$ cat src/sv/fstm_pkg.sv
// Shared types, constants and the arctangent table for the fixed-step mover.
`default_nettype none

package fstm_pkg;

  // Default values of the top-level parameters
  localparam int DEF_VIEW_WIDTH   = 800;
  localparam int DEF_VIEW_HEIGHT  = 600;
  localparam int DEF_FRAC_BITS    = 8;
  localparam int DEF_CORDIC_STEPS = 16;

  // Fixed field widths
  localparam int STEP_W = 16;
  localparam int SCR_W  = 10;
  localparam int TGT_W  = 11;
  localparam int POS_W  = 19;
  localparam int HEAD_W = 16;

  localparam logic [STEP_W-1:0] STEP_RESET = 16'd2560;
  localparam int POS_MAX = 262143;
  localparam int POS_MIN = -262144;

  // CORDIC constants: angles in Q.30 radians, 16 guard bits on the vectors
  localparam int GUARD   = 16;
  localparam int ANG_FRAC = 30;
  localparam int ZW      = 34;
  localparam int ATAN_W  = 30;
  localparam int TBL_W   = 5;
  localparam logic signed [ZW-1:0] PI_Q30   = 34'sd3373259426;
  localparam logic [ATAN_W-1:0]    KINV_Q30 = 30'd652032874;

  // Heading = round(|z| * 25600 / 3.14 / 2^30), reduced to
  // floor(((|z| * 625 + 157 * 2^18) >> 19) / 157)
  localparam int HMW          = ZW + 10;
  localparam int HM_SHIFT     = 19;
  localparam int QW           = HMW - HM_SHIFT;
  localparam int MUL_C        = 625;
  localparam int DIV_C        = 157;
  localparam logic [HMW-1:0] HM_OFS = HMW'(157 * (2 ** 18));
  localparam int RW           = 25;
  localparam logic [RW-1:0] RECIP_157 = 25'd27356479;
  localparam int RECIP_SHIFT  = 32;
  localparam int HPW          = QW + RW;
  localparam int QEW          = HPW - RECIP_SHIFT;

  // Datapath operations issued by the controller
  typedef enum logic [4:0] {
    OP_NONE,
    OP_TARGET,
    OP_TICK,
    OP_SQ_DX,
    OP_SQ_DY,
    OP_SQ_ST,
    OP_SNAP,
    OP_ZERO,
    OP_INIT,
    OP_ITER,
    OP_ROUND,
    OP_MOVE,
    OP_HMUL,
    OP_HQ,
    OP_HREM,
    OP_HFIN,
    OP_LOAD
  } dp_op_t;

  typedef enum logic [3:0] {
    S_IDLE,
    S_SQ_DX,
    S_SQ_DY,
    S_SQ_ST,
    S_CMP,
    S_SNAP,
    S_ZERO,
    S_INIT,
    S_ITER,
    S_ROUND,
    S_MOVE,
    S_HMUL,
    S_HQ,
    S_HREM,
    S_HFIN,
    S_DONE
  } state_t;

  typedef struct packed {
    dp_op_t           op;
    logic [TBL_W-1:0] idx;
  } cmd_t;

  typedef struct packed {
    logic snap;
    logic zero;
  } sts_t;

  // atan(2^-i) in Q.30 radians
  function automatic logic [ATAN_W-1:0] atan_q30(input logic [TBL_W-1:0] i);
    case (i)
      5'd0:    return 30'd843314857;
      5'd1:    return 30'd497837829;
      5'd2:    return 30'd263043837;
      5'd3:    return 30'd133525159;
      5'd4:    return 30'd67021687;
      5'd5:    return 30'd33543516;
      5'd6:    return 30'd16775851;
      5'd7:    return 30'd8388437;
      5'd8:    return 30'd4194283;
      5'd9:    return 30'd2097149;
      5'd10:   return 30'd1048576;
      5'd11:   return 30'd524288;
      5'd12:   return 30'd262144;
      5'd13:   return 30'd131072;
      5'd14:   return 30'd65536;
      5'd15:   return 30'd32768;
      5'd16:   return 30'd16384;
      5'd17:   return 30'd8192;
      5'd18:   return 30'd4096;
      5'd19:   return 30'd2048;
      5'd20:   return 30'd1024;
      5'd21:   return 30'd512;
      5'd22:   return 30'd256;
      5'd23:   return 30'd128;
      default: return '0;
    endcase
  endfunction

endpackage

`default_nettype wire

$ cat src/sv/fstm_dp.sv
// Datapath: target, snap test, CORDIC vectoring/rotation, heading scaling.
`default_nettype none

module fstm_dp import fstm_pkg::*; #(
  parameter int VIEW_WIDTH  = DEF_VIEW_WIDTH,
  parameter int VIEW_HEIGHT = DEF_VIEW_HEIGHT,
  parameter int FRAC_BITS   = DEF_FRAC_BITS
) (
  input  wire logic               clk,
  input  wire logic               rst,
  input  wire cmd_t               cmd,
  output sts_t                    sts,
  input  wire logic               cfg_valid,
  input  wire logic [STEP_W-1:0]  cfg_data,
  input  wire logic [SCR_W-1:0]   screen_x,
  input  wire logic [SCR_W-1:0]   screen_y,
  output logic signed [POS_W-1:0] out_x,
  output logic signed [POS_W-1:0] out_y,
  output logic signed [HEAD_W-1:0] out_heading,
  output logic                    arrived
);

  localparam int TXW = TGT_W + FRAC_BITS;
  localparam int DW  = ((TXW > POS_W) ? TXW : POS_W) + 1;
  localparam int PW  = 2 * DW;
  localparam int AW  = PW + 1;
  localparam int SW  = FRAC_BITS + 8;
  localparam int XW  = DW + GUARD + 2;
  localparam int UW  = SW + GUARD + 2;
  localparam int DDW = UW - GUARD;
  localparam int KPW = SW + ATAN_W;

  localparam logic [TGT_W-1:0] HALF_W = TGT_W'(VIEW_WIDTH / 2);
  localparam logic [TGT_W-1:0] HALF_H = TGT_W'(VIEW_HEIGHT / 2);
  localparam logic signed [DW-1:0] SAT_HI = DW'(POS_MAX);
  localparam logic signed [DW-1:0] SAT_LO = DW'(POS_MIN);
  localparam logic signed [UW-1:0] RND0 = UW'(2 ** (GUARD - 1));
  localparam logic signed [UW-1:0] RND1 = UW'(2 ** (GUARD - 1) + 1);

  function automatic logic signed [POS_W-1:0] sat_pos(input logic signed [DW-1:0] v);
    if (v > SAT_HI) begin
      return SAT_HI[POS_W-1:0];
    end else if (v < SAT_LO) begin
      return SAT_LO[POS_W-1:0];
    end
    return v[POS_W-1:0];
  endfunction

  // Architectural state
  logic [STEP_W-1:0]        step_length;
  logic signed [POS_W-1:0]  pos_x, pos_y;
  logic signed [TGT_W-1:0]  tgt_x, tgt_y;
  logic signed [HEAD_W-1:0] heading;
  logic                     arrived_f;

  // Working registers
  logic signed [DW-1:0]  dx, dy;
  logic signed [PW-1:0]  prod;
  logic signed [AW-1:0]  acc;
  logic signed [XW-1:0]  x, y;
  logic signed [ZW-1:0]  z;
  logic signed [UW-1:0]  u, v;
  logic                  fold;
  logic signed [DDW-1:0] du, dv;
  logic [ZW-1:0]         zmag;
  logic                  zneg;
  logic [HMW-1:0]        hm;
  logic [HPW-1:0]        hp;
  logic [QEW-1:0]        qe;
  logic [QW-1:0]         hr;

  // Combinational helpers
  logic [STEP_W+7:0]        step_wide;
  logic [SW-1:0]            step_sc;
  logic signed [TXW-1:0]    tx_x, tx_y;
  logic signed [DW-1:0]     mop;
  logic [KPW-1:0]           kprod;
  logic signed [XW-1:0]     xi, yi, xs, ys;
  logic signed [UW-1:0]     us, vs, ur, vr;
  logic signed [ZW-1:0]     at;
  logic                     fold_c;
  logic [QW-1:0]            hq;
  logic [HEAD_W-1:0]        hsum;

  // Step length rescaled from Q8.8 to the position format
  assign step_wide = {step_length, 8'h00};
  assign step_sc   = SW'(step_wide >> (16 - FRAC_BITS));

  assign tx_x = $signed({tgt_x, {FRAC_BITS{1'b0}}});
  assign tx_y = $signed({tgt_y, {FRAC_BITS{1'b0}}});

  // Squarer operand select
  always_comb begin
    case (cmd.op)
      OP_SQ_DX: mop = dx;
      OP_SQ_DY: mop = dy;
      default:  mop = $signed(DW'(step_sc));
    endcase
  end

  // Status back to the controller
  assign sts.snap = (acc < AW'(prod));
  assign sts.zero = (dx == '0) && (dy == '0);

  // CORDIC start values: fold the left half plane onto the right
  assign fold_c = dx[DW-1];
  assign xi     = XW'(dx) <<< GUARD;
  assign yi     = XW'(dy) <<< GUARD;
  assign kprod  = KPW'(step_sc) * KPW'(KINV_Q30);

  // Micro-rotation terms
  assign xs = x >>> cmd.idx;
  assign ys = y >>> cmd.idx;
  assign us = u >>> cmd.idx;
  assign vs = v >>> cmd.idx;
  assign at = $signed({{(ZW - ATAN_W){1'b0}}, atan_q30(cmd.idx)});

  // Round deltas to nearest, ties up; undo the fold as ~u + 1
  assign ur = (fold ? ~u : u) + (fold ? RND1 : RND0);
  assign vr = (fold ? ~v : v) + (fold ? RND1 : RND0);

  assign hq   = hm[HMW-1:HM_SHIFT];
  assign hsum = HEAD_W'(qe) + HEAD_W'(hr >= QW'(DIV_C));

  // Configuration register and state that reset clears
  always_ff @(posedge clk) begin
    if (rst) begin
      step_length <= STEP_RESET;
      pos_x       <= '0;
      pos_y       <= '0;
      tgt_x       <= '0;
      tgt_y       <= '0;
      heading     <= '0;
    end else begin
      if (cfg_valid) begin
        step_length <= cfg_data;
      end
      case (cmd.op)
        OP_TARGET: begin
          tgt_x <= $signed({1'b0, screen_x} - HALF_W);
          tgt_y <= $signed(HALF_H - {1'b0, screen_y});
        end
        OP_SNAP: begin
          pos_x <= sat_pos(DW'(tx_x));
          pos_y <= sat_pos(DW'(tx_y));
        end
        OP_ZERO: heading <= '0;
        OP_MOVE: begin
          pos_x <= sat_pos(DW'(pos_x) + DW'(du));
          pos_y <= sat_pos(DW'(pos_y) + DW'(dv));
        end
        OP_HFIN: heading <= zneg ? -$signed(hsum) : $signed(hsum);
        default: ;
      endcase
    end
  end

  // Working registers, no reset needed
  always_ff @(posedge clk) begin
    case (cmd.op)
      OP_TARGET: arrived_f <= 1'b0;
      OP_TICK: begin
        arrived_f <= 1'b0;
        dx        <= DW'(tx_x) - DW'(pos_x);
        dy        <= DW'(tx_y) - DW'(pos_y);
      end
      OP_SQ_DX: prod <= mop * mop;
      OP_SQ_DY: begin
        prod <= mop * mop;
        acc  <= AW'(prod);
      end
      OP_SQ_ST: begin
        prod <= mop * mop;
        acc  <= acc + AW'(prod);
      end
      OP_SNAP: arrived_f <= 1'b1;
      OP_INIT: begin
        fold <= fold_c;
        x    <= fold_c ? -xi : xi;
        y    <= fold_c ? -yi : yi;
        if (!fold_c) begin
          z <= '0;
        end else begin
          z <= dy[DW-1] ? -PI_Q30 : PI_Q30;
        end
        u <= $signed(UW'(kprod >> (ANG_FRAC - GUARD)));
        v <= '0;
      end
      OP_ITER: begin
        // Drive y toward zero and rotate the step vector the same way
        if (!y[XW-1]) begin
          x <= x + ys;
          y <= y - xs;
          z <= z + at;
          u <= u - vs;
          v <= v + us;
        end else begin
          x <= x - ys;
          y <= y + xs;
          z <= z - at;
          u <= u + vs;
          v <= v - us;
        end
      end
      OP_ROUND: begin
        du   <= ur[UW-1:GUARD];
        dv   <= vr[UW-1:GUARD];
        zneg <= z[ZW-1];
        zmag <= z[ZW-1] ? -z : z;
      end
      OP_MOVE: hm   <= HMW'(zmag) * HMW'(MUL_C) + HM_OFS;
      OP_HMUL: hp   <= HPW'(hq) * HPW'(RECIP_157);
      OP_HQ:   qe   <= hp[HPW-1:RECIP_SHIFT];
      OP_HREM: hr   <= hq - QW'(QW'(qe) * QW'(DIV_C));
      OP_LOAD: begin
        out_x       <= pos_x;
        out_y       <= pos_y;
        out_heading <= heading;
        arrived     <= arrived_f;
      end
      default: ;
    endcase
  end

endmodule

`default_nettype wire
$ cat config.mk
export PLATFORM = sky130hd
export DESIGN_NAME = fstm_dp
export DESIGN_NICKNAME = d
export VERILOG_FILES = /design/src/sv/fstm_pkg.sv /design/src/sv/fstm_dp.sv
export SDC_FILE = /design/constraint.sdc
export NUM_CORES = 2
export LEC_CHECK = 0
export ABC_AREA = 1
export BUFFER_PORTS_ARGS = -buffer_cell sky130_fd_sc_hd__buf_2
export CORE_UTILIZATION = 30
export CTS_CLUSTER_DIAMETER = 80
export DETAILED_ROUTE_END_ITERATION = 12
export GPL_TIMING_DRIVEN = 0
export HOLD_SLACK_MARGIN = 0.12
export PLACE_DENSITY = 0.55
export SLEW_MARGIN = 0
export SYNTH_ARGS = -nofsm -noshare
export SYNTH_HDL_FRONTEND = slang
export SYNTH_SLANG_ARGS = --single-unit
$ cat constraint.sdc
create_clock -name clk -period 11.75 [get_ports clk]
set_clock_uncertainty 0.1 [all_clocks]
set_input_delay 1.7625 -clock clk [delete_from_list [all_inputs] [get_ports clk]]
set_output_delay 1.7625 -clock clk [all_outputs]
set_load 0.02 [all_outputs]
# [Yosys cells after proc, flatten, opt, wreduce, memory -nomap -nowiden]
# Memory sizes are Yosys's and may differ from the RTL's.
# Cells that the tools add are included.
[word_totals] n_memories=1 mem_bits_ro=960 output_inout_bits=57 register_bits=656 in_bits=49
[mem_list] memory="(name not given)" depth=32 word_bits=30 rd=1 rd_ports_with_merged_regs=0 wr=0 line_no="fstm_pkg.sv:98" source="case (i)"
[op_classes] bitwise_logic=2 shifts=4 n_addsub=26 n_mul=5 n_reduce_logical=10 eq_ne=16 muxes=53 n_lt_le_gt_ge=10
[ops] operator="two-way mux 34 bit" n=7
[ops] operator="two-way mux 19 bit" n=12
[ops] operator="one-hot mux 34 bit (2 select lines)" n=3
[ops] operator="two-way mux 38 bit" n=4
[ops] operator="one-hot mux 38 bit (2 select lines)" n=2
[ops] operator="adder 34 bit" n=3
[ops] operator="one-hot mux 41 bit (2 select lines)" n=1
[ops] operator="adder 38 bit" n=2
[ops] operator="negator 36 -> 38 bit" n=2
[ops] operator="one-hot mux 19 bit (2 select lines)" n=2
[ops] operator=">>> shifter 38 x 5 -> 38 bit" n=2
[ops] operator="subtractor 38 bit" n=2
[ops] operator="inverter 34 bit" n=2
[ops] operator=">>> shifter 34 x 5 -> 34 bit" n=2
[ops] operator="subtractor 34 bit" n=2
[ops] operator="multiplier 25 x 25 -> 50 bit (second input constant)" n=1
[ops] operator="multiplier 16 x 29 -> 45 bit (second input constant)" n=1
[ops] operator="adder 44 x 26 -> 44 bit (second input constant)" n=1
[ops] operator="multiplier 34 x 10 -> 44 bit (second input constant)" n=1
[ops] operator="adder 41 x 40 -> 41 bit" n=1
[ops] operator="< comparator 41 x 40 -> 1 bit" n=1
[ops] operator="adder 19 x 18 -> 20 bit" n=2
[ops] operator="== test 5 x 4 -> 1 bit (second input constant)" n=8
[ops] operator="> comparator 20 x 19 -> 1 bit (second input constant)" n=2
[ops] operator="other kinds (31)" n=60

# [Longest topological paths before layout]
[depth] depth_word=8 mapped_depth=39 mapped_depth_nobuf=37

# [Worst setup path after synthesis]
# OpenSTA, ideal clock, no wires.
[synth_path] path_type="input port to flip-flop" startpoint="in cmd[7] in the netlist's numbering" endpoint="reg u[0] (enable)" cell_stages=3 setup_time_ns=0.718 arrival_ns=9.353 n_path_buf=0 setup_slack_ns=1.579 t_required_ns=10.932 cell_sequence="inv_1 nand2_1 nor2_1"
[synth_between] elab_chain_cells=2 elab_cells_between_ends=3 classes_between="2 x eq/ne; 1 x reduce/logical"
[synth_rtl] element="start, declared" line_no="fstm_dp.sv:11" source="input wire cmd_t cmd,"
[synth_rtl] element="== test 5 x 4 -> 1 bit" line_no="fstm_dp.sv:160" source="case (cmd.op)"
[synth_rtl] element="nonzero test 2 bit (no source line) (*)"
[synth_rtl] element="end signal, assigned" line_no="fstm_dp.sv:186" source="u <= $signed(UW'(kprod >> (ANG_FRAC - GUARD)));"
[synth_rtl] element="end signal, assigned" line_no="fstm_dp.sv:195" source="u <= u - vs;"
[synth_rtl] element="end signal, assigned" line_no="fstm_dp.sv:201" source="u <= u + vs;"
[synth_rtl] element="end, declared" line_no="fstm_dp.sv:62" source="logic signed [UW-1:0] u, v;"
# Mark *: on every way between the ends. The rest lies on a longest branch, timed or not.
# A chain may end at the register's enable or synchronous reset.

# [Worst setup path after layout]
[layout_path] startpoint="in cmd[7] in the netlist's numbering" endpoint="reg prod[34], data pin"
[layout_between] elab_chain_cells=3 elab_cells_between_ends=4 classes_between="1 x mul; 2 x eq/ne; 1 x mux"
[layout_rtl] element="== test 5 x 3 -> 1 bit / == test 5 x 2 -> 1 bit (equally long branches)" line_no="fstm_dp.sv:94, fstm_dp.sv:160"
[layout_rtl] element="one-hot mux 20 bit (2 select lines) (*)" line_no="fstm_dp.sv:94" source="case (cmd.op)"
[layout_rtl] element="multiplier 20 x 20 -> 40 bit (*)" line_no="fstm_dp.sv:167, fstm_dp.sv:169, fstm_dp.sv:173"
[layout_rtl] element="end signal, assigned" line_no="fstm_dp.sv:167" source="OP_SQ_DX: prod <= mop * mop;"
[layout_rtl] element="end signal, assigned" line_no="fstm_dp.sv:169" source="prod <= mop * mop;"
[layout_rtl] element="end signal, assigned" line_no="fstm_dp.sv:173" source="prod <= mop * mop;"
[layout_rtl] element="end, declared" line_no="fstm_dp.sv:58" source="logic signed [PW-1:0] prod;"
# Marks and branches as above.

==> results.md <==
* Failing checks: capacitance limit, slew limit
* Site row count at 207
* Total gr overflow at 0
* Crit Path Max Fanout at 10
* Mapped Area at 96200 um^2
* Syn Nets at 14600
* Vias in the first global route at 84800
* Hold Crit Start: hp[32]
* PwrDens at 170 nW/um^2
* Clk slew on worst S/H paths at 60 ps
* Largest net degree at the start of global routing at 36
* Pre-CTS setup slack at 180 ps
* Most frequent cells in the layout: inv_1, nand2_1, ha_1
* Reg2reg setup slack at 2430 ps
* Die Ht at 568 um
* Synth area leader: fa_1
* Initial DRT Pass Iterations at 8
* I/O Pins at 106
* Cell Count, Final, Fillers Out at 17000
* Drt wl/cell at 22.5 um
* ANT nets after route at 0
* Setup CP Type: primary input to flip-flop
* Reg-to-Reg Start: dx[19]
* Post-CTS Hold Fix Bufs at 0
* Syn. warnings at 0
* Core Area at 319000 um^2
* HP Class: flip-flop to flip-flop
* Crit end category: flip-flop
* Initial core utilization at 0.302
* Drt via density at 5.06
* RSZ-0062 raised after global routing: no
* Worst-margin pin slew at 1640 ps
* Post-synthesis async set-or-reset flop share at 0
* Distinct cell type count after synthesis at 69
* Drt first-iter violations at 7864
* Global-route wire length before repair at 558000 um
* Mapped Cells at 12500
* Tmin final at 10830 ps
* Die width at 568 um
* Final Cycle Share at 0.921
* Layout area overhead at 9.61%
* H-Tree Level Count at 3
* Final setup vio count at 0
* Slowest stage cell, crit path: a21oi_1
* Lkg Pwr at 0.0501 uW
* Worst Hold Depth at 0
* Synth Flop Type: edfxtp_1
* CP required at 12180 ps
* Largest stage delay, worst path at 1130 ps
* Clock tree root driver cell: clkbuf_16
* Most used cell, CP: fa_1
* Max Slew Vio Count at 44
* Total chip power at 17900 uW
* Outcome: finished, violations left
* Final hold slack at 303 ps
* Routed WL at 381000 um
* CTS tree: yes
* Sequential share of the synthesized area at 0.179
* Number of flops mapped to enable cells by yosys at 512
* Worst EP arrival at 11260 ps
* VDD IR max at 0.000278 V
* Tot GR Track Use at 0.232
* Syn avg cell area at 7.70 um^2
* Depth of the most critical reg-to-reg path at 30
* Top post-synthesis cells by area: fa_1, edfxtp_1, ha_1, inv_1, nand2_1
* Clock Sinks at 604
* Resize count post-CTS at 0
* Layout cell share with drive strength beyond 1 at 0.0502
* Final Hold Vio Count at 0
* Final WS setup at 925 ps
* Post-synthesis register bit count at 604
* Vias at 85900
* HPWL after DPL at 320000 um
* Die Area at 323000 um^2
* Nets at 14800
* Routability-driven placement congestion ratio at 1.05
* Initial antenna violation count at 25
* R2R Path End: prod[38]
* DRC violations left at 0
* Synth top area share at 0.209
* Setup bufs post-CTS at 0
* Max Cap Viol at 5
* Commonest non-fill, non-tap cell in the layout: inv_1
* Max Root-Sink Buffers at 4
* TritonCTS Buffers at 88
* Slew HR at -0.0951
* Hold Crit Endpoint: qe[0]
* Maximum clock frequency at 92.4 MHz
* Startpoint types: primary input
* Inst Count DP at 16800
* Clock Latency Late Sink at 880 ps
* I/O Buffers at 102
==> state kept, by name (all words and copies together) (netlist names), 18 cells and up <==
name   cells
acc       41
du        18
dv        18
dx        20
dy        20
hm        25
hp        18
hr        25
out_x     19
out_y     19
pos_x     19
pos_y     19
prod      39
qe        18
u         34
v         34
x         38
y         38
z         34
zmag      34
==> worst max-delay path by stage <==
stage,startpoint,end,slack (ps),depth (start not counted)
floorplan,cmd[7],u[0],1580,3
global placement,cmd[9],v[0],-3990,4
detailed placement,cmd[7],prod[34],180,30
CTS,cmd[7],prod[34],1030,30
global route,cmd[7],prod[34],610,29
finish,cmd[7],prod[34],920,30
==> kinds of logic (layout without fill, tap and decap cells) <==
group / Yosys count / in the layout / synth area share
other: 0 / 8 / 0
muxes: 1 / 1 / 0.000117
adders and majority gates: 2042 / 2042 / 0.344
xor gates and xnor gates: 528 / 528 / 0.0481
DFF: 604 / 604 / 0.179
buffers and inverters: 2651 / 2937 / 0.108
and+or+nand+nor: 4614 / 4614 / 0.204
AOI/OAI and AO/OA: 2053 / 2053 / 0.117
==> layout make-up <==
| type | instances | area, um^2 |
|---|---|---|
| fillers | 34300 | 213000 |
| multi-input cells | 9238 | 68700 |
| flip-flops and latches | 604 | 17200 |
| inverters | 2376 | 8930 |
| well taps | 4180 | 5230 |
| clock buffers | 100 | 2300 |
| plain buffers | 275 | 1440 |
| repair buffers | 130 | 957 |
| clock inverters | 56 | 642 |
| diodes | 8 | 20.0 |
==> critical path: cells and delay by family <==
family	cells	cell delay [ps]
xor+xnor	1	180
fa+ha+maj	8	3920
compound gates	7	2490
simple gates	4	610
buf+inv	10	2240
==> cell usage after synthesis, drive strengths merged (8+ instances only) <==
cell       n
o21bai    43
o22ai     28
xor2     338
inv     2362
a21o      26
nand3    862
o21ai    772
a221oi    15
nand3b    17
a31oi     83
clkbuf   123
dfxtp     92
nand2   2380
fa      1003
a21oi    886
clkinv    14
and3       8
nand4     76
o221ai    20
a211oi    10
xnor2    190
ha      1039
nor3     141
a21boi    13
o21a      67
nor2    1032
buf      152
nor4      44
o31ai     21
o211ai    46
or2       44
edfxtp   512
==> power by group <==
group          switching [uW]  total, uW  internal [uW]
clock                    1150       2790           1640
sequential                212       2960           2750
combinational            7860      12200           4290
==> layer usage <==
| layer | vias to the layer above | GRT usage | wire, um |
|---|---|---|---|
| li1 | 40800 | - | - |
| met1 | 41400 | 0.310 | 165000 |
| met2 | 3026 | 0.368 | 168000 |
| met3 | 640 | 0.0390 | 28800 |
| met4 | 8 | 0.104 | 19800 |
| met5 | - | 0 | 64 |
==> metrics by stage <==
step | utilization | setup TNS, ps | cell area, um^2
after floorplan | - | 0 | 96200
after global placement | 0.320 | -707710 | 102000
after detailed placement | 0.322 | 0 | 102000
after CTS | 0.331 | 0 | 105000
after global routing | 0.331 | 0 | 105000
final | 0.331 | 0 | 105000
Note: power is estimated with default switching activity, not from simulation.
