--- config.mk ---
export PLATFORM = sky130hd
export DESIGN_NAME = fstm_ctrl
export DESIGN_NICKNAME = d
export VERILOG_FILES = /design/src/sv/fstm_pkg.sv /design/src/sv/fstm_ctrl.sv
export SDC_FILE = /design/constraint.sdc
export NUM_CORES = 1
export LEC_CHECK = 0
export BUFFER_PORTS_ARGS = -buffer_cell sky130_fd_sc_hd__buf_4
export CAP_MARGIN = 15
export CORE_MARGIN = 2
export CORE_UTILIZATION = 44
export DETAILED_ROUTE_END_ITERATION = 12
export PLACE_DENSITY = 0.79
export RECOVER_POWER = 100
export SETUP_SLACK_MARGIN = 0.4
export SYNTH_ARGS = -nofsm -noshare
export SYNTH_HDL_FRONTEND = slang
export SYNTH_SLANG_ARGS = --single-unit
--- constraint.sdc ---
create_clock -name clk -period 1.6 [get_ports clk]
set_input_delay 0.32 -clock clk [delete_from_list [all_inputs] [get_ports clk]]
set_output_delay 0.32 -clock clk [all_outputs]
set_load 0.01 [all_outputs]
--- src/sv/fstm_pkg.sv ---
// Shared types, constants and the arctangent table for the fixed-step mover.
`default_nettype none

package fstm_pkg;

  // Default values of the top-level parameters
  localparam int DEF_VIEW_WIDTH   = 800;
  localparam int DEF_VIEW_HEIGHT  = 600;
  localparam int DEF_FRAC_BITS    = 8;
  localparam int DEF_CORDIC_STEPS = 16;

  // Fixed field widths
  localparam int STEP_W = 16;
  localparam int SCR_W  = 10;
  localparam int TGT_W  = 11;
  localparam int POS_W  = 19;
  localparam int HEAD_W = 16;

  localparam logic [STEP_W-1:0] STEP_RESET = 16'd2560;
  localparam int POS_MAX = 262143;
  localparam int POS_MIN = -262144;

  // CORDIC constants: angles in Q.30 radians, 16 guard bits on the vectors
  localparam int GUARD   = 16;
  localparam int ANG_FRAC = 30;
  localparam int ZW      = 34;
  localparam int ATAN_W  = 30;
  localparam int TBL_W   = 5;
  localparam logic signed [ZW-1:0] PI_Q30   = 34'sd3373259426;
  localparam logic [ATAN_W-1:0]    KINV_Q30 = 30'd652032874;

  // Heading = round(|z| * 25600 / 3.14 / 2^30), reduced to
  // floor(((|z| * 625 + 157 * 2^18) >> 19) / 157)
  localparam int HMW          = ZW + 10;
  localparam int HM_SHIFT     = 19;
  localparam int QW           = HMW - HM_SHIFT;
  localparam int MUL_C        = 625;
  localparam int DIV_C        = 157;
  localparam logic [HMW-1:0] HM_OFS = HMW'(157 * (2 ** 18));
  localparam int RW           = 25;
  localparam logic [RW-1:0] RECIP_157 = 25'd27356479;
  localparam int RECIP_SHIFT  = 32;
  localparam int HPW          = QW + RW;
  localparam int QEW          = HPW - RECIP_SHIFT;

  // Datapath operations issued by the controller
  typedef enum logic [4:0] {
    OP_NONE,
    OP_TARGET,
    OP_TICK,
    OP_SQ_DX,
    OP_SQ_DY,
    OP_SQ_ST,
    OP_SNAP,
    OP_ZERO,
    OP_INIT,
    OP_ITER,
    OP_ROUND,
    OP_MOVE,
    OP_HMUL,
    OP_HQ,
    OP_HREM,
    OP_HFIN,
    OP_LOAD
  } dp_op_t;

  typedef enum logic [3:0] {
    S_IDLE,
    S_SQ_DX,
    S_SQ_DY,
    S_SQ_ST,
    S_CMP,
    S_SNAP,
    S_ZERO,
    S_INIT,
    S_ITER,
    S_ROUND,
    S_MOVE,
    S_HMUL,
    S_HQ,
    S_HREM,
    S_HFIN,
    S_DONE
  } state_t;

  typedef struct packed {
    dp_op_t           op;
    logic [TBL_W-1:0] idx;
  } cmd_t;

  typedef struct packed {
    logic snap;
    logic zero;
  } sts_t;

  // atan(2^-i) in Q.30 radians
  function automatic logic [ATAN_W-1:0] atan_q30(input logic [TBL_W-1:0] i);
    case (i)
      5'd0:    return 30'd843314857;
      5'd1:    return 30'd497837829;
      5'd2:    return 30'd263043837;
      5'd3:    return 30'd133525159;
      5'd4:    return 30'd67021687;
      5'd5:    return 30'd33543516;
      5'd6:    return 30'd16775851;
      5'd7:    return 30'd8388437;
      5'd8:    return 30'd4194283;
      5'd9:    return 30'd2097149;
      5'd10:   return 30'd1048576;
      5'd11:   return 30'd524288;
      5'd12:   return 30'd262144;
      5'd13:   return 30'd131072;
      5'd14:   return 30'd65536;
      5'd15:   return 30'd32768;
      5'd16:   return 30'd16384;
      5'd17:   return 30'd8192;
      5'd18:   return 30'd4096;
      5'd19:   return 30'd2048;
      5'd20:   return 30'd1024;
      5'd21:   return 30'd512;
      5'd22:   return 30'd256;
      5'd23:   return 30'd128;
      default: return '0;
    endcase
  endfunction

endpackage

`default_nettype wire

--- src/sv/fstm_ctrl.sv ---
// Sequencing state machine for the fixed-step mover.
`default_nettype none

module fstm_ctrl import fstm_pkg::*; #(
  parameter int CORDIC_STEPS = DEF_CORDIC_STEPS
) (
  input  wire logic clk,
  input  wire logic rst,
  input  wire logic in_valid,
  input  wire logic req_type,
  output logic      in_stall,
  output logic      out_valid,
  input  wire logic out_stall,
  input  wire sts_t sts,
  output cmd_t      cmd
);

  localparam logic [TBL_W-1:0] LAST = TBL_W'(CORDIC_STEPS - 1);

  state_t           state, state_next;
  logic [TBL_W-1:0] cnt, cnt_next;
  logic             out_valid_next;
  logic             free;

  assign free = !out_valid || !out_stall;

  // Next state
  always_comb begin
    state_next = state;
    case (state)
      S_IDLE: begin
        if (in_valid) begin
          state_next = req_type ? S_SQ_DX : S_DONE;
        end
      end
      S_SQ_DX: state_next = S_SQ_DY;
      S_SQ_DY: state_next = S_SQ_ST;
      S_SQ_ST: state_next = S_CMP;
      S_CMP: begin
        if (sts.snap) begin
          state_next = S_SNAP;
        end else if (sts.zero) begin
          state_next = S_ZERO;
        end else begin
          state_next = S_INIT;
        end
      end
      S_SNAP:  state_next = S_DONE;
      S_ZERO:  state_next = S_DONE;
      S_INIT:  state_next = S_ITER;
      S_ITER: begin
        if (cnt == LAST) begin
          state_next = S_ROUND;
        end
      end
      S_ROUND: state_next = S_MOVE;
      S_MOVE:  state_next = S_HMUL;
      S_HMUL:  state_next = S_HQ;
      S_HQ:    state_next = S_HREM;
      S_HREM:  state_next = S_HFIN;
      S_HFIN:  state_next = S_DONE;
      S_DONE: begin
        if (free) begin
          state_next = S_IDLE;
        end
      end
      default: state_next = S_IDLE;
    endcase
  end

  // Outputs: datapath command, input stall, iteration count
  always_comb begin
    cmd.op   = OP_NONE;
    cmd.idx  = cnt;
    cnt_next = cnt;
    in_stall = (state != S_IDLE);
    case (state)
      S_IDLE: begin
        if (in_valid) begin
          cmd.op = req_type ? OP_TICK : OP_TARGET;
        end
      end
      S_SQ_DX: cmd.op = OP_SQ_DX;
      S_SQ_DY: cmd.op = OP_SQ_DY;
      S_SQ_ST: cmd.op = OP_SQ_ST;
      S_SNAP:  cmd.op = OP_SNAP;
      S_ZERO:  cmd.op = OP_ZERO;
      S_INIT: begin
        cmd.op   = OP_INIT;
        cnt_next = '0;
      end
      S_ITER: begin
        cmd.op   = OP_ITER;
        cnt_next = cnt + 1'b1;
      end
      S_ROUND: cmd.op = OP_ROUND;
      S_MOVE:  cmd.op = OP_MOVE;
      S_HMUL:  cmd.op = OP_HMUL;
      S_HQ:    cmd.op = OP_HQ;
      S_HREM:  cmd.op = OP_HREM;
      S_HFIN:  cmd.op = OP_HFIN;
      S_DONE: begin
        if (free) begin
          cmd.op = OP_LOAD;
        end
      end
      default: cmd.op = OP_NONE;
    endcase
  end

  // Hold a result until its transfer, load a new one when free
  always_comb begin
    if (state == S_DONE && free) begin
      out_valid_next = 1'b1;
    end else if (out_stall) begin
      out_valid_next = out_valid;
    end else begin
      out_valid_next = 1'b0;
    end
  end

  always_ff @(posedge clk) begin
    if (rst) begin
      state     <= S_IDLE;
      cnt       <= '0;
      out_valid <= 1'b0;
    end else begin
      state     <= state_next;
      cnt       <= cnt_next;
      out_valid <= out_valid_next;
    end
  end

endmodule

`default_nettype wire

Word-level counts from Yosys, hierarchy flattened. Index checks and enable logic that the tools add are counted.

Flip-flop bits (word level): 10. Input port bits: 7. Output and inout bits: 12. Word-level logic and storage cells: 47.

$add $sub $neg: 1. Equal/unequal tests: 20. Muxes and demuxes: 14. Reduce and logical (&&, ||, !) cells: 9.

Operators by type and width (number): $pmux 5 s15 (1); $pmux 4 s14 (1); $eq 4x4->1 const B (8); $eq 4x3->1 const B (4); $mux 4 (4); $pmux 5 s2 (1); $eq 4x2->1 const B (2); $mux 2 (3); $ne 2x2->1 const B (3); $add 5x1->5 const B (1); $eq 5x4->1 const B (1); $mux 5 (1); $eq 4x1->1 const B (1); $logic_not 4->1 (1); $reduce_bool 4->1 (1); $mux 1 (3); $reduce_and 3->1 (1); $reduce_or 3->1 (1); $logic_not 1->1 (2); $ne 2x1->1 const B (1); $reduce_bool 2->1 (1); $logic_and 1x1->1 (1); $logic_or 1x1->1 (1).

Depth between registers and ports, before layout. Gate-level depths: netlist of run 1.

Word-level depth: 4. Depth in mapped cells: 5.

Least setup slack after synthesis of run 1. No wires, ideal clock.

Path kind: reg-to-output. From: reg state[2]. To: out cmd[5] (netlist bit). Arrival: 1447 ps. Slack: -167 ps. Cell stages (with the launch flop): 4. Path buffers: 0. Cell sequence: dfxtp_1 or4_4 or3b_4 o211ai_1.

RTL lines: start, declared (line fstm_ctrl.sv:20) `state_t state, state_next;`; start signal, assigned (line fstm_ctrl.sv:128) `state <= state_next;`; end, declared (line fstm_ctrl.sv:15) `output cmd_t cmd`.

==> Implementation_results.wiki, run 1 <==
{| class="wikitable"
! Metric !! Value
|-
| Proportion of layout cells with a drive suffix above 1 || between 60% and 70%
|-
| Final hold violation count || 0
|-
| Wire length of the first global-routing pass || between 3000 and 4000 um
|-
| Placer congestion estimate || ~0.8
|-
| Overall via count from detail_route || 783
|-
| Transition time at the pin with the least slew margin || slightly above 0.4 ns
|-
| Net count after synthesis || 88
|-
| FF+latch count, synth || 10
|-
| Leakage power of the design || between 0.4 and 0.5 nW
|-
| Delay of the slowest cell on the worst path || 0.54 ns
|-
| Launch point of the worst path || state[1]
|-
| Pre-antenna DRT Iters || 4
|-
| Via count normalized by instance count || around 6.3
|-
| CP startpoint kind || register
|-
| Height of the die || 42.2 um
|-
| Largest clock skew in the final design || 0.00414 ns
|-
| Number of nets in the final layout || 119
|-
| Outcome || complete, but fails checks
|-
| Post-route setup slack || -0.543 ns
|-
| DRT Wirelength || between 2000 and 2500 um
|-
| Unrepaired setup endpoints after global routing || yes
|-
| Final setup violating endpoints || 8
|-
| Core outline area || 1330 sq um
|-
| Commonest cells after routing, fill and taps aside || 20 x sky130_fd_sc_hd__buf_4, 6 x sky130_fd_sc_hd__dfxtp_1
|-
| Hold_ws || 0.308 ns
|-
| Fraction of power consumed by sequential logic || 17.4%
|-
| Port buffer count || 18
|-
| Signed area change from the synthesized netlist to the final layout || 75.8%
|-
| Initial antenna violation count || 0
|-
| Post-route setup TNS || -1.25 ns
|-
| Crit. End Element || output pin
|-
| Maximum number of pins on one net before global-route repair || 15
|-
| Time the final worst path needs with I/O delays and setup || 2.14 ns
|-
| Class of the most critical setup path || reg -> out
|-
| Unique cell type count in the Yosys netlist || 34
|-
| Highest Clock Rate || ~470 MHz
|-
| Cell with the biggest individual delay on the critical path || sky130_fd_sc_hd__or4_4
|-
| Netlist area before placement || ~640 sq um
|-
| Die width || roughly 42 um
|-
| Slew Limit Headroom || 72.7%
|-
| Final worst-path cycle share || 134%
|-
| Clock insertion delay at the later pin of the skew report || about 0.27 ns
|-
| Deepest level of the CTS H-tree || 1
|-
| Wire per inst || roughly 19 um
|-
| Maximum root-to-sink buffer count || 2
|-
| Count of buffer and inverter cells on the critical path || 1
|-
| Post-synthesis sequential area ratio || a little under a third
|-
| Half-perimeter wire length after placement || 1230 um
|-
| Worst min-delay path startpoint || rst
|-
| Via count of the first global-routing pass || 690
|-
| 1st-iter DRT viols || 22
|-
| Clock sinks || 10
|-
| Syn Inst Count || between 70 and 80
|-
| Leading cell type in the layout, fill and taps excluded || sky130_fd_sc_hd__buf_4
|-
| Remaining routing DRC violations || 0
|-
| Inst Count DP || between 100 and 150
|-
| Setup slack after placement || -0.172 ns
|-
| Power Internal || 1.31 mW
|-
| Endpoint arrival time on the critical path || approximately 1.8 ns
|-
| Min-Delay Path Class || in -> reg
|-
| Final non-filler cell total || 124
|-
| Max-capacitance violation count || 0
|-
| Critical path required time || 1.28 ns
|-
| Clock power share || 10.3%
|-
| Share of total power in combinational logic || approximately 72%
|-
| Total routing usage reported by global routing || between 20% and 30%
|-
| Worst-path fanout max || 2
|-
| Clock tree root driver cell || sky130_fd_sc_hd__clkbuf_4
|-
| Mapped Avg Cell Area || 8.12 sq um
|-
| Count of pins on the block boundary || 19
|-
| Count of synthesis-stage warnings from yosys || 0
|-
| Power Dens Cells || 1960 nW/um^2
|-
| Effective utilization at floorplan || 48.1%
|-
| Max Transition Viols Final || 0
|-
| Inserted Clock Buffers || 3
|-
| Net Switching || 0.903 mW
|-
| CTS clk-pin slew, worst paths || approximately 0.070 ns
|-
| CP Cell Sequence || or4_4 > or3b_4 > o211ai_1 > buf_4
|-
| Violated checks || negative setup slack
|-
| Clock tree from TritonCTS || built
|-
| Worst R2R Start || state[1]
|-
| Number of antenna diodes || 0
|-
| Floorplan row count || 13
|-
| Switching power as a share of total power || between 40% and 50%
|-
| Cell class contributing the biggest share of worst-path delay || simple AND/OR/NAND/NOR gates
|-
| Tot Pwr || between 2 and 2.5 mW
|-
| Number of routed nets with antenna violations || 0
|-
| Largest vdd supply drop || ~1.4 mV
|-
| Sum of overflow across all layers after global routing || 0
|-
| Die area || 1780 sq um
|}
[path summary, 6_finish.rpt]
path                            slack [ns]  cells after the start  endpoint
worst max-delay path                 -0.54                      4    cmd[5]
worst min register to register        0.52                      2    cnt[4]
worst max register to register       -0.11                      4  state[2]
worst min-delay path                  0.31                      2    cnt[1]
[area by class of cell]
cell class	instances	area, sq um
Fill cell	77	205
Sequential cell	10	205
Tap cell	15	18.8
Timing Repair Buffer	32	288
Multi-Input combinational cell	62	577
Inverter	1	3.75
Clock buffer	4	36.3
[timing repair]
| item | 4_1_cts | 5_1_grt |
|---|---|---|
| hold buffers | 0 | 0 |
| cloned | 0 | 0 |
| resized for setup | 18 | 17 |
| pin swaps | 7 | 10 |
| buffers inserted | 5 | 2 |
| setup endpoints to repair | 16 | 16 |
[flip-flops by register name, summed over array words and instances, names as in the netlist]
name / cells
cnt: 5
state: 4
out_valid: 1
[synth_stat cells, drive strengths merged]
cell type	count	area, sq um
buf	1	3.75
o211ai	1	7.51
or2	1	6.26
a21oi	9	45.0
and3	2	12.5
o21ai	1	5.00
nand3	5	25.0
xor2	1	8.76
ha	2	25.0
or4b	1	10.0
nand4	1	6.26
o21bai	1	7.51
nor2	3	11.3
nor2b	1	6.26
mux2	1	11.3
clkbuf	5	18.8
a211oi	1	7.51
a31oi	2	12.5
or4	1	11.3
a41oi	2	17.5
nand2	7	26.3
a311oi	2	17.5
nand2b	6	37.5
nand4b	1	8.76
o22ai	1	6.26
dfxtp	10	200
nor3b	3	22.5
inv	1	3.75
a22oi	1	7.51
nor3	1	5.00
a221oi	1	15.0
or3	1	6.26
nor4b	1	15.0
or3b	1	11.3
[kinds of logic after synthesis]
logic type	count (synthesis)	share of synthesized area, %
simple gates	36	34.5
buf+inv	7	4.09
fa+ha+maj	2	3.90
flops	10	31.2
mux	1	1.75
xor+xnor	1	1.36
compound gates	22	23.2
[power groups by stage]
| stage | clock network [mW] | logic [mW] | registers, mW |
|---|---|---|---|
| 3_3_place_gp | 0 | 1.04 | 0.359 |
| 5_1_grt | 0.241 | 1.69 | 0.385 |
| 6_report | 0.229 | 1.60 | 0.386 |
| 4_1_cts | 0.229 | 1.32 | 0.368 |
| 2_1_floorplan | 0 | 0.705 | 0.398 |
| 3_5_place_dp | 0 | 1.06 | 0.368 |
[per-stage QoR]
stage                     util (%)  cell area [sq um]
final                         84.6               1130
after global routing          84.6               1130
after CTS                     77.8               1040
after detailed placement      65.8                877
after global placement        65.8                877
after floorplan                  -                731
[routing by layer]
layer | up-vias | global-route usage [%] | part of all wire (%)
li1 | 359 | - | -
met1 | 370 | 29.2 | 42
met2 | 47 | 37.5 | 51
met3 | 7 | 3.45 | 5.4
met4 | 0 | 4.38 | 1.2
met5 | - | 0 | 0
Power figures use the tool's default switching activity.
==> run 2, diff against run 1 <==
Settings changed: BUFFER_PORTS_ARGS -buffer_cell sky130_fd_sc_hd__buf_4 to -buffer_cell sky130_fd_sc_hd__buf_2, CTS_BUF_LIST set to sky130_fd_sc_hd__clkbuf_16.
==> run 2 against run 1 <==
  * The run still ends with negative setup slack left
  * Total power grew 3.1%
  * Maximum frequency grew 4.3%
  * First-iteration DRC count shrank 4.5%
  * Critical path depth is the same
  * Global-route usage grew 1.9 points
==> Implementation_results.wiki, run 2 (synthesis gave the netlist of run 1 again) <==
{| class="wikitable"
! Metric !! Value
|-
| Slew Limit Headroom || 71.9% (-0.89 points)
|-
| Final hold violation count || 0 (unchanged)
|-
| Number of routed nets with antenna violations || 0 (unchanged)
|-
| Crit. End Element || output pin
|-
| Clock tree from TritonCTS || built
|-
| Wire length of the first global-routing pass || 3070 um (-1.8%)
|-
| Time the final worst path needs with I/O delays and setup || 2.05 ns (-0.0884 ns)
|-
| Clock sinks || 10 (unchanged)
|-
| CP startpoint kind || register
|-
| Max reg flops || 5 (unchanged)
|-
| Pre-antenna DRT Iters || 5 (+1)
|-
| Class of the most critical setup path || reg -> out
|-
| Violated checks || negative setup slack
|-
| Final worst-path cycle share || 128% (-5.5 points)
|-
| Effective utilization at floorplan || 48.1% (unchanged)
|-
| Max-capacitance violation count || 0 (unchanged)
|-
| Min-Delay Path Class || in -> reg
|-
| Largest vdd supply drop || 1.31 mV (-3.8%)
|-
| Clock tree root driver cell || sky130_fd_sc_hd__clkbuf_16
|-
| Count of pins on the block boundary || 19 (unchanged)
|-
| Via count of the first global-routing pass || 680 (-1.4%)
|-
| Endpoint arrival time on the critical path || 1.73 ns (-0.09 ns)
|-
| Height of the die || 42.2 um (unchanged)
|-
| DRT Wirelength || 2210 um (-6.7%)
|-
| Post-route setup slack || -0.454 ns (+0.0884 ns)
|-
| Maximum number of pins on one net before global-route repair || 15 (unchanged)
|-
| Sum of overflow across all layers after global routing || 0 (unchanged)
|-
| Register with the highest flop count || cnt
|-
| Die area || 1780 sq um (unchanged)
|-
| Signed area change from the synthesized netlist to the final layout || 73.9%
|-
| Number of nets in the final layout || 128 (+7.6%)
|-
| Final setup violating endpoints || 6 (-2)
|-
| Port buffer count || 18 (unchanged)
|-
| Transition time at the pin with the least slew margin || 0.418 ns (+0.0132 ns)
|-
| Wire per inst || 16.6 um (-13%)
|-
| Post-route design area || 1120 sq um (-1.1%)
|-
| Floorplan row count || 13 (unchanged)
|-
| Initial antenna violation count || 0 (unchanged)
|-
| Leading cell type in the layout, fill and taps excluded || sky130_fd_sc_hd__buf_4
|-
| Remaining routing DRC violations || 0 (unchanged)
|-
| Critical path required time || 1.28 ns (about the same)
|-
| Hold-fix buffers at CTS || 0 (unchanged)
|-
| Placed instance area || 832 sq um (-5.1%)
|-
| Largest registers || cnt: 5 flops, state: 4 flops, out_valid: 1 flops
|-
| Inserted Clock Buffers || 3 (unchanged)
|-
| Via count normalized by instance count || 5.98 (-5.2%)
|-
| Max Transition Viols Final || 0 (unchanged)
|-
| Deepest level of the CTS H-tree || 1 (unchanged)
|-
| Number of antenna diodes || 0 (unchanged)
|-
| Highest Clock Rate || 487 MHz (+4.3%)
|-
| CTS clk-pin slew, worst paths || 0.04 ns (-0.03 ns)
|-
| Half-perimeter wire length after placement || 1120 um (-9.2%)
|-
| Tot Pwr || 2.29 mW (+3.1%)
|-
| Total routing usage reported by global routing || 23.9% (+1.9 points)
|-
| Power Dens Cells || 2050 nW/um^2 (+4.2%)
|-
| Leakage power of the design || 0.450 nW (+6.7%)
|-
| Unrepaired setup endpoints after global routing || yes
|-
| Largest clock skew in the final design || 0.00607 ns (+0.00193 ns)
|-
| 1st-iter DRT viols || 21 (-4.5%)
|-
| Clock insertion delay at the later pin of the skew report || 0.24 ns (-0.03 ns)
|-
| Delay of the slowest cell on the worst path || 0.53 ns (about the same)
|-
| Outcome || complete, but fails checks
|-
| Core outline area || 1330 sq um (unchanged)
|-
| Proportion of layout cells with a drive suffix above 1 || 59.3% (-3.1 points)
|-
| Post-route core utilization || 83.7% (-0.94 points)
|-
| Maximum root-to-sink buffer count || 2 (unchanged)
|-
| Hold_ws || 0.379 ns (+0.0712 ns)
|-
| Die width || 42.2 um (unchanged)
|-
| Overall via count from detail_route || 796 (+1.7%)
|-
| Commonest cells after routing, fill and taps aside || 17 x sky130_fd_sc_hd__buf_4, 14 x sky130_fd_sc_hd__buf_2
|-
| Worst-path fanout max || 2 (unchanged)
|-
| CP Cell Sequence || or4_4 > or3b_4 > o211ai_1 > buf_2
|-
| Cell with the biggest individual delay on the critical path || sky130_fd_sc_hd__or4_4
|-
| Placer congestion estimate || 0.845 (+3.6%)
|}
run 2: path summary, 6_finish.rpt:
| check | endpoint | cells after the start | from | slack (ns) |
|---|---|---|---|---|
| worst max-delay path | cmd[5] | 4 | state[1] | -0.45 |
| worst min-delay path | out_valid | 3 | out_stall | 0.38 |
| worst max register to register | state[2] | 5 | state[1] | -0.18 |
| worst min register to register | cnt[4] | 2 | cnt[4] | 0.48 |
run 2: through the flow:
step | setup TNS [ns] | setup WS, ns | instances
after floorplan | -0.141 | -0.141 | 79
after detailed placement | -0.216 | -0.178 | 113
after CTS | -0.805 | -0.435 | 125
final | -0.953 | -0.454 | 133
after global routing | -1.29 | -0.521 | 133
after global placement | -0.201 | -0.170 | 113
run 2: worst max-delay path: cells and delay by family (launching register included):
kind | cells | cell delay, ns
buffers and inverters | 1 | 0.16
and+or+nand+nor | 2 | 0.92
DFF | 1 | 0.31
AOI/OAI and AO/OA | 1 | 0.10
run 2: where the power goes:
part | switching, mW | internal, mW | leakage (nW) | total (mW)
sequential | 0.0568 | 0.320 | 0.0828 | 0.376
combinational | 0.693 | 0.768 | 0.329 | 1.46
clock | 0.121 | 0.328 | 0.0385 | 0.449
total | 0.871 | 1.42 | 0.450 | 2.29
run 2: final cells by class:
type                            count  area [sq um]
Clock inverter                      1          3.75
Inverter                            1          3.75
Clock buffer                        3          75.1
Fill cell                          82           218
Sequential cell                    10           205
Tap cell                           15          18.8
Multi-Input combinational cell     62           526
Timing Repair Buffer               41           284
run 2: per-layer routing:
metal	vias up	share of wire [%]	global-route usage (%)
met5	-	0	0
met4	0	3.3	13.8
met3	9	4.1	7.76
met2	30	49	40.9
met1	379	43	25.3
li1	378	-	-
run 2: repair_timing:
action,CTS,global route
setup endpoints to repair,16,15
setup buffers,8,8
pin swaps,4,6
gates resized for setup,10,11
